==> src/sv/nec_pkg.sv <==
// shared constants and controller/datapath interface types for the echo canceller
package nec_pkg;

  localparam int TAPS   = 256;
  localparam int AW     = $clog2(TAPS);
  localparam int LENW   = 9;
  localparam int STEPW  = 18;
  localparam int WW     = 32;
  localparam int SW     = 16;
  localparam int PWW    = 39;
  localparam int ACCW   = 57;
  localparam int ERRW   = 58;
  localparam int DSRW   = 40;
  localparam int NUMW   = 62;
  localparam int GW     = 47;
  localparam int CNTW   = $clog2(NUMW + 1);

  localparam logic [0:0] REG_TAPS = 1'b0;
  localparam logic [0:0] REG_STEP = 1'b1;

  localparam logic [31:0]  NEAR_FLOOR = 32'd429496;
  localparam logic [PWW-1:0] ENERGY_MIN = PWW'(1073);
  localparam logic [DSRW-1:0] REG_Q30  = DSRW'(107374);
  localparam logic [15:0]  KEEP_COEF  = 16'd62259;
  localparam logic [11:0]  NEW_COEF   = 12'd3277;

  typedef struct packed {
    logic clr;
    logic load_in;
    logic start_fir;
    logic issue;
    logic energy1;
    logic energy2;
    logic decide;
    logic gain;
    logic div_start;
    logic div_step;
    logic start_adapt;
    logic load_out;
  } nec_cmd_t;

  typedef struct packed {
    logic clr_last;
    logic issue_last;
    logic pipe_empty;
    logic div_done;
    logic adapt;
  } nec_sts_t;

endpackage

==> src/sv/nec_ctrl.sv <==
// sequencing state machine for the echo canceller
module nec_ctrl (
  input  logic              clk,
  input  logic              rst_n,
  input  logic              in_tvalid,
  output logic              in_tready,
  output logic              out_tvalid,
  input  logic              out_tready,
  output nec_pkg::nec_cmd_t cmd,
  input  nec_pkg::nec_sts_t sts
);
  import nec_pkg::*;

  typedef enum logic [3:0] {
    S_CLEAR, S_IDLE, S_SETUP, S_FIR, S_FIR_DRAIN, S_EN1, S_EN2, S_DECIDE,
    S_GAIN, S_DIV_LD, S_DIV, S_ADAPT_LD, S_ADAPT, S_ADAPT_DRAIN, S_FINISH
  } state_t;

  state_t state_r, state_nxt;
  logic   out_valid_r, out_valid_nxt;
  logic   out_free;

  assign in_tready  = (state_r == S_IDLE);
  assign out_tvalid = out_valid_r;
  assign out_free   = !out_valid_r || out_tready;

  always_comb begin
    cmd = '0;
    state_nxt = state_r;
    out_valid_nxt = out_valid_r;
    if (out_valid_r && out_tready) begin
      out_valid_nxt = 1'b0;
    end
    case (state_r)
      S_CLEAR: begin
        cmd.clr = 1'b1;
        if (sts.clr_last) state_nxt = S_IDLE;
      end
      S_IDLE: begin
        if (in_tvalid) begin
          cmd.load_in = 1'b1;
          state_nxt = S_SETUP;
        end
      end
      S_SETUP: begin
        cmd.start_fir = 1'b1;
        state_nxt = S_FIR;
      end
      S_FIR: begin
        cmd.issue = 1'b1;
        if (sts.issue_last) state_nxt = S_FIR_DRAIN;
      end
      S_FIR_DRAIN: begin
        if (sts.pipe_empty) state_nxt = S_EN1;
      end
      S_EN1: begin
        cmd.energy1 = 1'b1;
        state_nxt = S_EN2;
      end
      S_EN2: begin
        cmd.energy2 = 1'b1;
        state_nxt = S_DECIDE;
      end
      S_DECIDE: begin
        cmd.decide = 1'b1;
        state_nxt = S_GAIN;
      end
      S_GAIN: begin
        if (sts.adapt) begin
          cmd.gain = 1'b1;
          state_nxt = S_DIV_LD;
        end else begin
          state_nxt = S_FINISH;
        end
      end
      S_DIV_LD: begin
        cmd.div_start = 1'b1;
        state_nxt = S_DIV;
      end
      S_DIV: begin
        cmd.div_step = 1'b1;
        if (sts.div_done) state_nxt = S_ADAPT_LD;
      end
      S_ADAPT_LD: begin
        cmd.start_adapt = 1'b1;
        state_nxt = S_ADAPT;
      end
      S_ADAPT: begin
        cmd.issue = 1'b1;
        if (sts.issue_last) state_nxt = S_ADAPT_DRAIN;
      end
      S_ADAPT_DRAIN: begin
        if (sts.pipe_empty) state_nxt = S_FINISH;
      end
      S_FINISH: begin
        if (out_free) begin
          cmd.load_out = 1'b1;
          out_valid_nxt = 1'b1;
          state_nxt = S_IDLE;
        end
      end
      default: state_nxt = S_IDLE;
    endcase
  end

  always_ff @(posedge clk) begin
    if (!rst_n) begin
      state_r     <= S_CLEAR;
      out_valid_r <= 1'b0;
    end else begin
      state_r     <= state_nxt;
      out_valid_r <= out_valid_nxt;
    end
  end

endmodule

==> config.mk <==
export PLATFORM = sky130hd
export DESIGN_NAME = nec_ctrl
export DESIGN_NICKNAME = d
export VERILOG_FILES = /design/src/sv/nec_pkg.sv /design/src/sv/nec_ctrl.sv
export SDC_FILE = /design/constraint.sdc
export NUM_CORES = 1
export LEC_CHECK = 0
export ABC_AREA = 1
export BUFFER_PORTS_ARGS = -buffer_cell sky130_fd_sc_hd__buf_2
export CORE_ASPECT_RATIO = 1.25
export CORE_MARGIN = 5
export CORE_UTILIZATION = 23
export DETAILED_ROUTE_END_ITERATION = 10
export SLEW_MARGIN = 25
export SYNTH_ARGS = -nofsm -noshare
export SYNTH_HDL_FRONTEND = slang
export SYNTH_SLANG_ARGS = --single-unit
export TNS_END_PERCENT = 10
==> constraint.sdc <==
create_clock -name clk -period 3.4 [get_ports clk]
set_clock_uncertainty 0.2 [all_clocks]
set_input_delay 0.17 -clock clk [delete_from_list [all_inputs] [get_ports clk]]
set_output_delay 0.17 -clock clk [all_outputs]
set_load 0.02 [all_outputs]
# --- Word-level counts from Yosys, hierarchy flattened ---
# Index checks and enable logic that the tools add are counted.
totals:
  ff_bits: 5
  inputBits: 9
  output_inout_bits: 14
  word_cells: 58
op_classes:
  n_eq_ne: 22
  mux: 28
  reduce_logical: 6
ops:
  columns: ["cell", "count"]
  rows:
  - ["case mux 4 bit (15 select lines)", 1]
  - ["2-to-1 mux 4 bit", 8]
  - ["equality test 4 bit (second input constant)", 7]
  - ["2-to-1 mux 1 bit", 18]
  - ["equality test 4 x 3 -> 1 bit (second input constant)", 4]
  - ["inequality test 2 bit (second input constant)", 8]
  - ["equality test 4 x 2 -> 1 bit (second input constant)", 2]
  - ["AND reduction 8 bit", 1]
  - ["equality test 4 x 1 -> 1 bit (second input constant)", 1]
  - ["logical NOT 4 bit", 1]
  - ["2-to-1 mux 3 bit", 1]
  - ["OR reduction 2 bit", 1]
  - ["logical AND 1 bit", 1]
  - ["logical NOT 1 bit", 1]
  - ["logical OR 1 bit", 1]

# --- Depth between registers and ports, before layout ---
# Gate-level depths: netlist of the first run.
depth:
  ltp_word: 4
  depth_mapped: 10
  depth_no_buf: 9

# --- Worst setup path before layout of the first run ---
# OpenSTA, ideal clock, no wires.
synth_timing:
  path_type: "register to output"
  start: "reg state_r[3]"
  end: "out cmd[10] (netlist name)"
  arrival_time_ns: 1.151
  required_ns: 3.030
  setup_slack_ns: 1.879
  stages_incl_launch_ff: 5
  path_buffers: 1
  cell_sequence: "dfxtp_1 -> buf_6 -> nor2_2 -> inv_1 -> nor3_1"
synth_rtl:
  columns: ["element", "line", "rtl"]
  rows:
  - ["start: declaration", "nec_ctrl.sv:19", "state_t state_r, state_nxt;"]
  - ["start signal: assignment", "nec_ctrl.sv:111", "state_r <= state_nxt;"]
  - ["end: declaration", "nec_ctrl.sv:9", "output nec_pkg::nec_cmd_t cmd,"]

==> results.md, run 1 <==
* Kind of end point of the critical path: primary output
* Total GRT Usage at 0.09074
* Int Pwr at 224.1 uW
* Sequential Power Share at 0.213
* Cell taking the most area after synthesis: dfxtp_1
* Antenna violations before repair at 0
* Status: finished, final reports clean
* Residual DRC at 0
* Leakage power total at 0.4188 nW
* Final period util at 0.5095
* Vias at roughly 660
* Drt initial violations at 6
* Antenna-violating nets left at 0
* Worst r2r src: state_r[3]$_SDFFE_PN0P_
* Post-layout nets at roughly 130
* Dpl hpwl at 1213 um
* Combinational share of power at 0.648
* Die ar. at 3400 um^2
* Port buffer count at 22
* Synthesized instance count at 97
* Mean Syn Cell Area at 5.521 um^2
* Largest net degree at the start of global routing at 9
* Clock Power Share at 0.139
* Switching portion of total power at 0.5412
* Core Area at 2211 um^2
* CTS resizes at 0
* FP Rows at 19
* Worst path required time at 3.03 ns
* Share of layout cells above drive strength 1 at 0.3279
* # clock sinks at 5
* Worst Setup SP: state_r[1]$_SDFFE_PN0P_
* Synth Warn # at 0
* HP Class: in -> reg
* Placer Congestion at 0.8337
* Maximum clock rate at between 0.5 and 0.6 GHz
* Max FO, Critical Path at 8
* Worst vdd ir at 0.0003299 V
* Post-layout minimum cycle time at 1.732 ns
* Final Util at 0.3158
* First-pass GRT wire length at between 2000 and 2500 um
* RSZ-0062 raised after global routing: no
* Worst Setup Path Type: reg -> out
* Clock tree root buffer cell: clkbuf_4
* Die Y at 63.95 um
* CTS Hold Buffers Added at 1
* Synthesized area at between 500 and 600 um^2
* Max-cap violations at 0
* Endpoints failing hold at 0
* Slew @ Worst Pin at 0.3532 ns
* Count of pins over their slew limit at 0
* Post-CTS setup buffer count at 0
* Via-per-instance ratio at 4.288
* Top-Level Pins at 23
* CTS tree: built
* Synth Register Bits at 5
* Final setup fails at 0
* Syn-to-layout area delta at 30.37%
* Clock Latency Late Sink at 0.24 ns
* Clock Path Buffers at 2
* Worst hold start: out_tready
* CP arrival at 1.36 ns
* Number of library cell types mapped by synthesis at 16
* # diodes at 0
* Vias in the first global route at 617
* NetSw at 264.4 uW
* Largest cells by area after synthesis: dfxtp_1 19%, nand2_1 15%, nand3_1 12%, inv_1 12%, nor2_1 9.8%
* H-tree levels at 1
* Clock buffer count from CTS at 3
* Global route total overflow at 0
* Register area share after synthesis at 0.1869
* Setup TNS at 0 ns
* Synthesized net count at 106
* Power per cell area at 699.7 nW/um^2
* Wirelength per Cell at 9.425 um
* Routed wire length at 1442 um
* Top cell type's share of synthesized area at 0.1869
* Die X at 53.16 um
* Max-slew headroom at 0.7642
* Power, Total at 488.5 uW
* Clock-pin slew on the worst setup and hold paths at 0.04 ns
* Startpoint types: register
* DR pass1 iterations at 4
* Initial Utilization at 0.2422
sequential cells by signal, indices dropped and copies added (netlist names):
register	count
state_r	4
out_tvalid	1
layout by cell type, fill, tap and decap left out:
master         netlist  final
dlygate4sd3_1        0      1
inv_1               17     17
nor2_4               1      1
o2111ai_1            1      1
nand3_2              1      1
dfxtp_1              5      5
nand3_1             13     13
a21oi_1              4      4
clkbuf_1             0      1
o22ai_1              1      1
nor2_1              14     14
buf_2                0     22
clkbuf_4             0      3
nor3_1               2      2
nor2_2               5      5
nand2_1             21     21
nand2_2              4      4
nand3b_1             2      2
inv_2                4      4
critical path: stages, from the launching register on:
cell and delay (ns):
dfxtp_1 0.38, nor2_2 0.27, inv_1 0.10, nor2_1 0.10, nand2_1 0.07, inv_1 0.05, buf_2 0.15
kinds of logic (layout without fill, tap and decap cells):
family                 count (synthesis)  count (layout)  synth area share
DFF                                    5               5            0.1869
buffers and inverters                 23              48            0.1892
AOI/OAI and AO/OA                      6               6           0.06543
and+or+nand+nor                       63              63            0.5584
per-stage QoR:
step	instances	worst slack, ns	hold WS [ns]	cell area [um^2]
floorplan	97	1.879	0.09046	535.5
global placement	148	1.880	0.2047	661.9
detailed placement	148	1.885	0.2075	661.9
CTS	153	1.651	0.02070	698.2
global route	153	1.561	0.07307	698.2
finish	153	1.668	0.02871	698.2
area by class of cell:
class | count | area (um^2)
Multi-Input combinational cell | 69 | 334.1
Inverter | 21 | 78.83
Clock buffer | 4 | 26.28
Timing Repair Buffer | 23 | 120.1
Tap cell | 31 | 38.79
Fill cell | 254 | 1513
Sequential cell | 5 | 100.1
power by group through the flow:
| stage | Sequential, mW | Clock (mW) | Combinational, mW |
|---|---|---|---|
| 2_1_floorplan | 0.0912 | 0 | 0.266 |
| 3_3_place_gp | 0.104 | 0 | 0.316 |
| 3_5_place_dp | 0.105 | 0 | 0.316 |
| 4_1_cts | 0.104 | 0.0728 | 0.318 |
| 5_1_grt | 0.107 | 0.0733 | 0.352 |
| 6_report | 0.104 | 0.0678 | 0.317 |
Yosys cell counts:
library cell,number
nand3b_1,2
nand3_2,1
nor2_1,14
inv_1,17
nand3_1,13
nand2_1,21
buf_6,2
o2111ai_1,1
o22ai_1,1
nand2_2,4
nor2_2,5
inv_2,4
dfxtp_1,5
nor2_4,1
nor3_1,2
a21oi_1,4
final timing paths:
| kind | slack [ns] | cells after the start | to |
|---|---|---|---|
| setup reg to reg | 1.85 | 6 | state_r[2]$_SDFFE_PN0P_ |
| setup / recovery | 1.67 | 6 | cmd[4] |
| hold / removal | 0.03 | 4 | out_tvalid$_SDFF_PN0_ |
| hold reg to reg | 0.36 | 4 | out_tvalid$_SDFF_PN0_ |
layer usage:
metal,global-route usage,vias up,routed length (um)
li1,-,349,-
met1,0.1038,292,649
met2,0.1537,13,706
met3,0.01163,2,75
met4,0.05751,0,10
met5,0,-,0
No activity file was read; power rests on OpenSTA's default activity.
==> run 2, diff against run 1 <==
==> constraint.sdc (replaced) <==
create_clock -name clk -period 1.4 [get_ports clk]
set_clock_uncertainty 0.2 [all_clocks]
set_input_delay 0.07 -clock clk [delete_from_list [all_inputs] [get_ports clk]]
set_output_delay 0.07 -clock clk [all_outputs]
set_load 0.02 [all_outputs]
==> run 2 against run 1 <==
The flow now finishes with violations (hold timing, setup timing). Register-to-register slack worse by 2.0 ns. Global-route usage is 1.8 points higher. Clock power rose to 2.5 times the previous value. Critical path depth up 3. Design area increased by 46%. Via count rose by 18%. Non-clock buffer count grew 19. Combinational power grew to 4.1 times the previous value. Die area unchanged. Sequential share of layout area shrank 3.0 points. Highest routed layer unchanged.
==> results.md, run 2 (synthesis gave the netlist of run 1 again) <==
* Most frequent cells in the layout: 27 x buf_4, 17 x nand2_1, 15 x inv_1
* Fin Hold WS at -0.08401 ns
* Failing checks: hold timing, setup timing
* Max-slew headroom at 0.8758
* Combinational share of power at 0.730
* Final setup margin at -0.1494 ns
* NetSw at 882.2 uW
* Post-layout nets at 151
* Hold Path Sink: out_tvalid$_SDFF_PN0_
* DR pass1 iterations at 4
* Setup TNS at -1.118 ns
* Placer Congestion at 0.8943
* Core Area at 2211 um^2
* Final setup fails at 15
* Reg2reg path depth at 9
* CTS tree: built
* Startpoint types: register
* Max-cap violations at 0
* Int Pwr at 891.0 uW
* Most common cell after layout, fill and taps aside: buf_4
* Kind of end point of the critical path: register
* Clock Path Buffers at 2
* R2r setup slk at -0.15 ns
* Sequential Power Share at 0.174
* Antenna-violating nets left at 0
* Residual DRC at 0
* Worst vdd ir at 0.0008418 V
* RSZ-0062 raised after global routing: yes
* Switching portion of total power at 0.4975
* Status: finished, violations left
* Max FO, Critical Path at 6
* Drt initial violations at 13
* Final non-filler cell total at 172
* Largest net degree at the start of global routing at 8
* Clock Latency Late Sink at 0.24 ns
* Worst Setup Path Type: reg -> reg
* Worst slack at placement at -0.07688 ns
* Power per cell area at 1745 nW/um^2
* Count of pins over their slew limit at 0
* Wirelength per Cell at 11.44 um
* Die Y at 63.95 um
* Placed Cells at 159
* Top-Level Pins at 23
* Die X at 53.16 um
* Reg2Reg Capture Point: state_r[1]$_SDFFE_PN0P_
* Reg with most FFs: state_r
* Final period util at 1.107
* Clock Power Share at 0.097
* Global route total overflow at 0
* Leakage power total at 0.5464 nW
* CP arrival at 1.52 ns
* CTS Hold Buffers Added at 1
* Antenna violations before repair at 0
* Post-layout minimum cycle time at approximately 1.5 ns
* Max FFs per register at 4
* Syn-to-layout area delta at 89.72%
* Maximum clock rate at between 0.6 and 0.7 GHz
* Via-per-instance ratio at roughly 4.5
* Worst r2r src: state_r[3]$_SDFFE_PN0P_
* Routed wire length at 1968 um
* Share of layout cells above drive strength 1 at 0.5957
* Worst path required time at 1.37 ns
* Clock buffer count from CTS at 3
* H-tree levels at 1
* Total GRT Usage at 0.1083
* # diodes at 0
* Clock tree root buffer cell: clkbuf_4
* Die ar. at 3400 um^2
* First-pass GRT wire length at 2870 um
* Vias in the first global route at 755
* # clock sinks at 5
* Initial Utilization at 0.2422
* Port buffer count at 22
* Clock-pin slew on the worst setup and hold paths at 0.05 ns
* Dpl hpwl at around 1300 um
* HP Class: in -> reg
* Vias at approximately 770
* FP Rows at 19
* Endpoints failing hold at 1
* Power, Total at 1.773 mW
* Final Util at 0.4595
* Hold path cells at 4
* Slew @ Worst Pin at 0.1856 ns
* Worst hold start: out_tready
[run 2: cell types whose count changed in the layout (fill, tap and decap cells not counted), sizes merged]
| cell | delta |
|---|---|
| buf | +19 |
[run 2: worst max path at each step]
stage	cells after the start	slack, ns	startpoint	endpoint
floorplan	4	0.008	state_r[0]$_SDFFE_PN0P_	cmd[7]
global placement	8	-0.07	state_r[3]$_SDFFE_PN0P_	state_r[3]$_SDFFE_PN0P_
detailed placement	6	-0.08	state_r[3]$_SDFFE_PN0P_	state_r[2]$_SDFFE_PN0P_
CTS	6	-0.07	state_r[0]$_SDFFE_PN0P_	cmd[3]
global route	9	-0.21	state_r[3]$_SDFFE_PN0P_	state_r[3]$_SDFFE_PN0P_
finish	9	-0.15	state_r[3]$_SDFFE_PN0P_	state_r[1]$_SDFFE_PN0P_
[run 2: critical path, stage by stage, from the launching register on]
cell and delay [ns]:
dfxtp_4 0.37, buf_4 0.15, inv_1 0.07, nor2_2 0.05
nand3_2 0.08, nand2_2 0.06, buf_4 0.14, nor2_4 0.12
nand3_1 0.10, a21oi_1 0.14
[run 2: timing repair]
| item | 4_1_cts | 5_1_grt |
|---|---|---|
| pin swaps | 7 | 11 |
| buffers inserted | 6 | 2 |
| hold endpoints to repair | 5 | 1 |
| setup endpoints to repair | 17 | 17 |
| resized for setup | 39 | 17 |
[run 2: power by group through the flow]
| stage | registers (mW) | clock network, mW | logic [mW] |
|---|---|---|---|
| 2_1_floorplan | 0.222 | 0 | 0.651 |
| 3_3_place_gp | 0.248 | 0 | 0.897 |
| 3_5_place_dp | 0.249 | 0 | 0.898 |
| 4_1_cts | 0.303 | 0.181 | 1.15 |
| 5_1_grt | 0.319 | 0.184 | 1.39 |
| 6_report | 0.308 | 0.171 | 1.29 |
[run 2: through the flow]
step / hold slack (ns) / cell area (um^2)
5_1_grt: -0.06823 / 1016
6_report: -0.08401 / 1016
3_3_place_gp: 0.1104 / 749.5
4_1_cts: -0.08980 / 942.2
2_1_floorplan: -0.009542 / 540.5
3_5_place_dp: 0.1116 / 749.5
[run 2: layout make-up]
class                      instances  area, um^2
multi-input combinational         69       435.4
clock buffer                       4       26.28
timing repair buffer              42       314.1
fill                             214        1195
tap                               31       38.79
sequential                         5       115.1
inverter                          21       86.33
[run 2: routing by layer]
layer  vias up  part of all wire  global-route usage  wire, um
met1       344              0.39              0.1078       758
met3        11             0.038             0.02093        74
met2        29              0.54              0.1941      1061
met4         0             0.037             0.07348        73
met5         -                 0                   0         0
li1        387                 -                   -         -
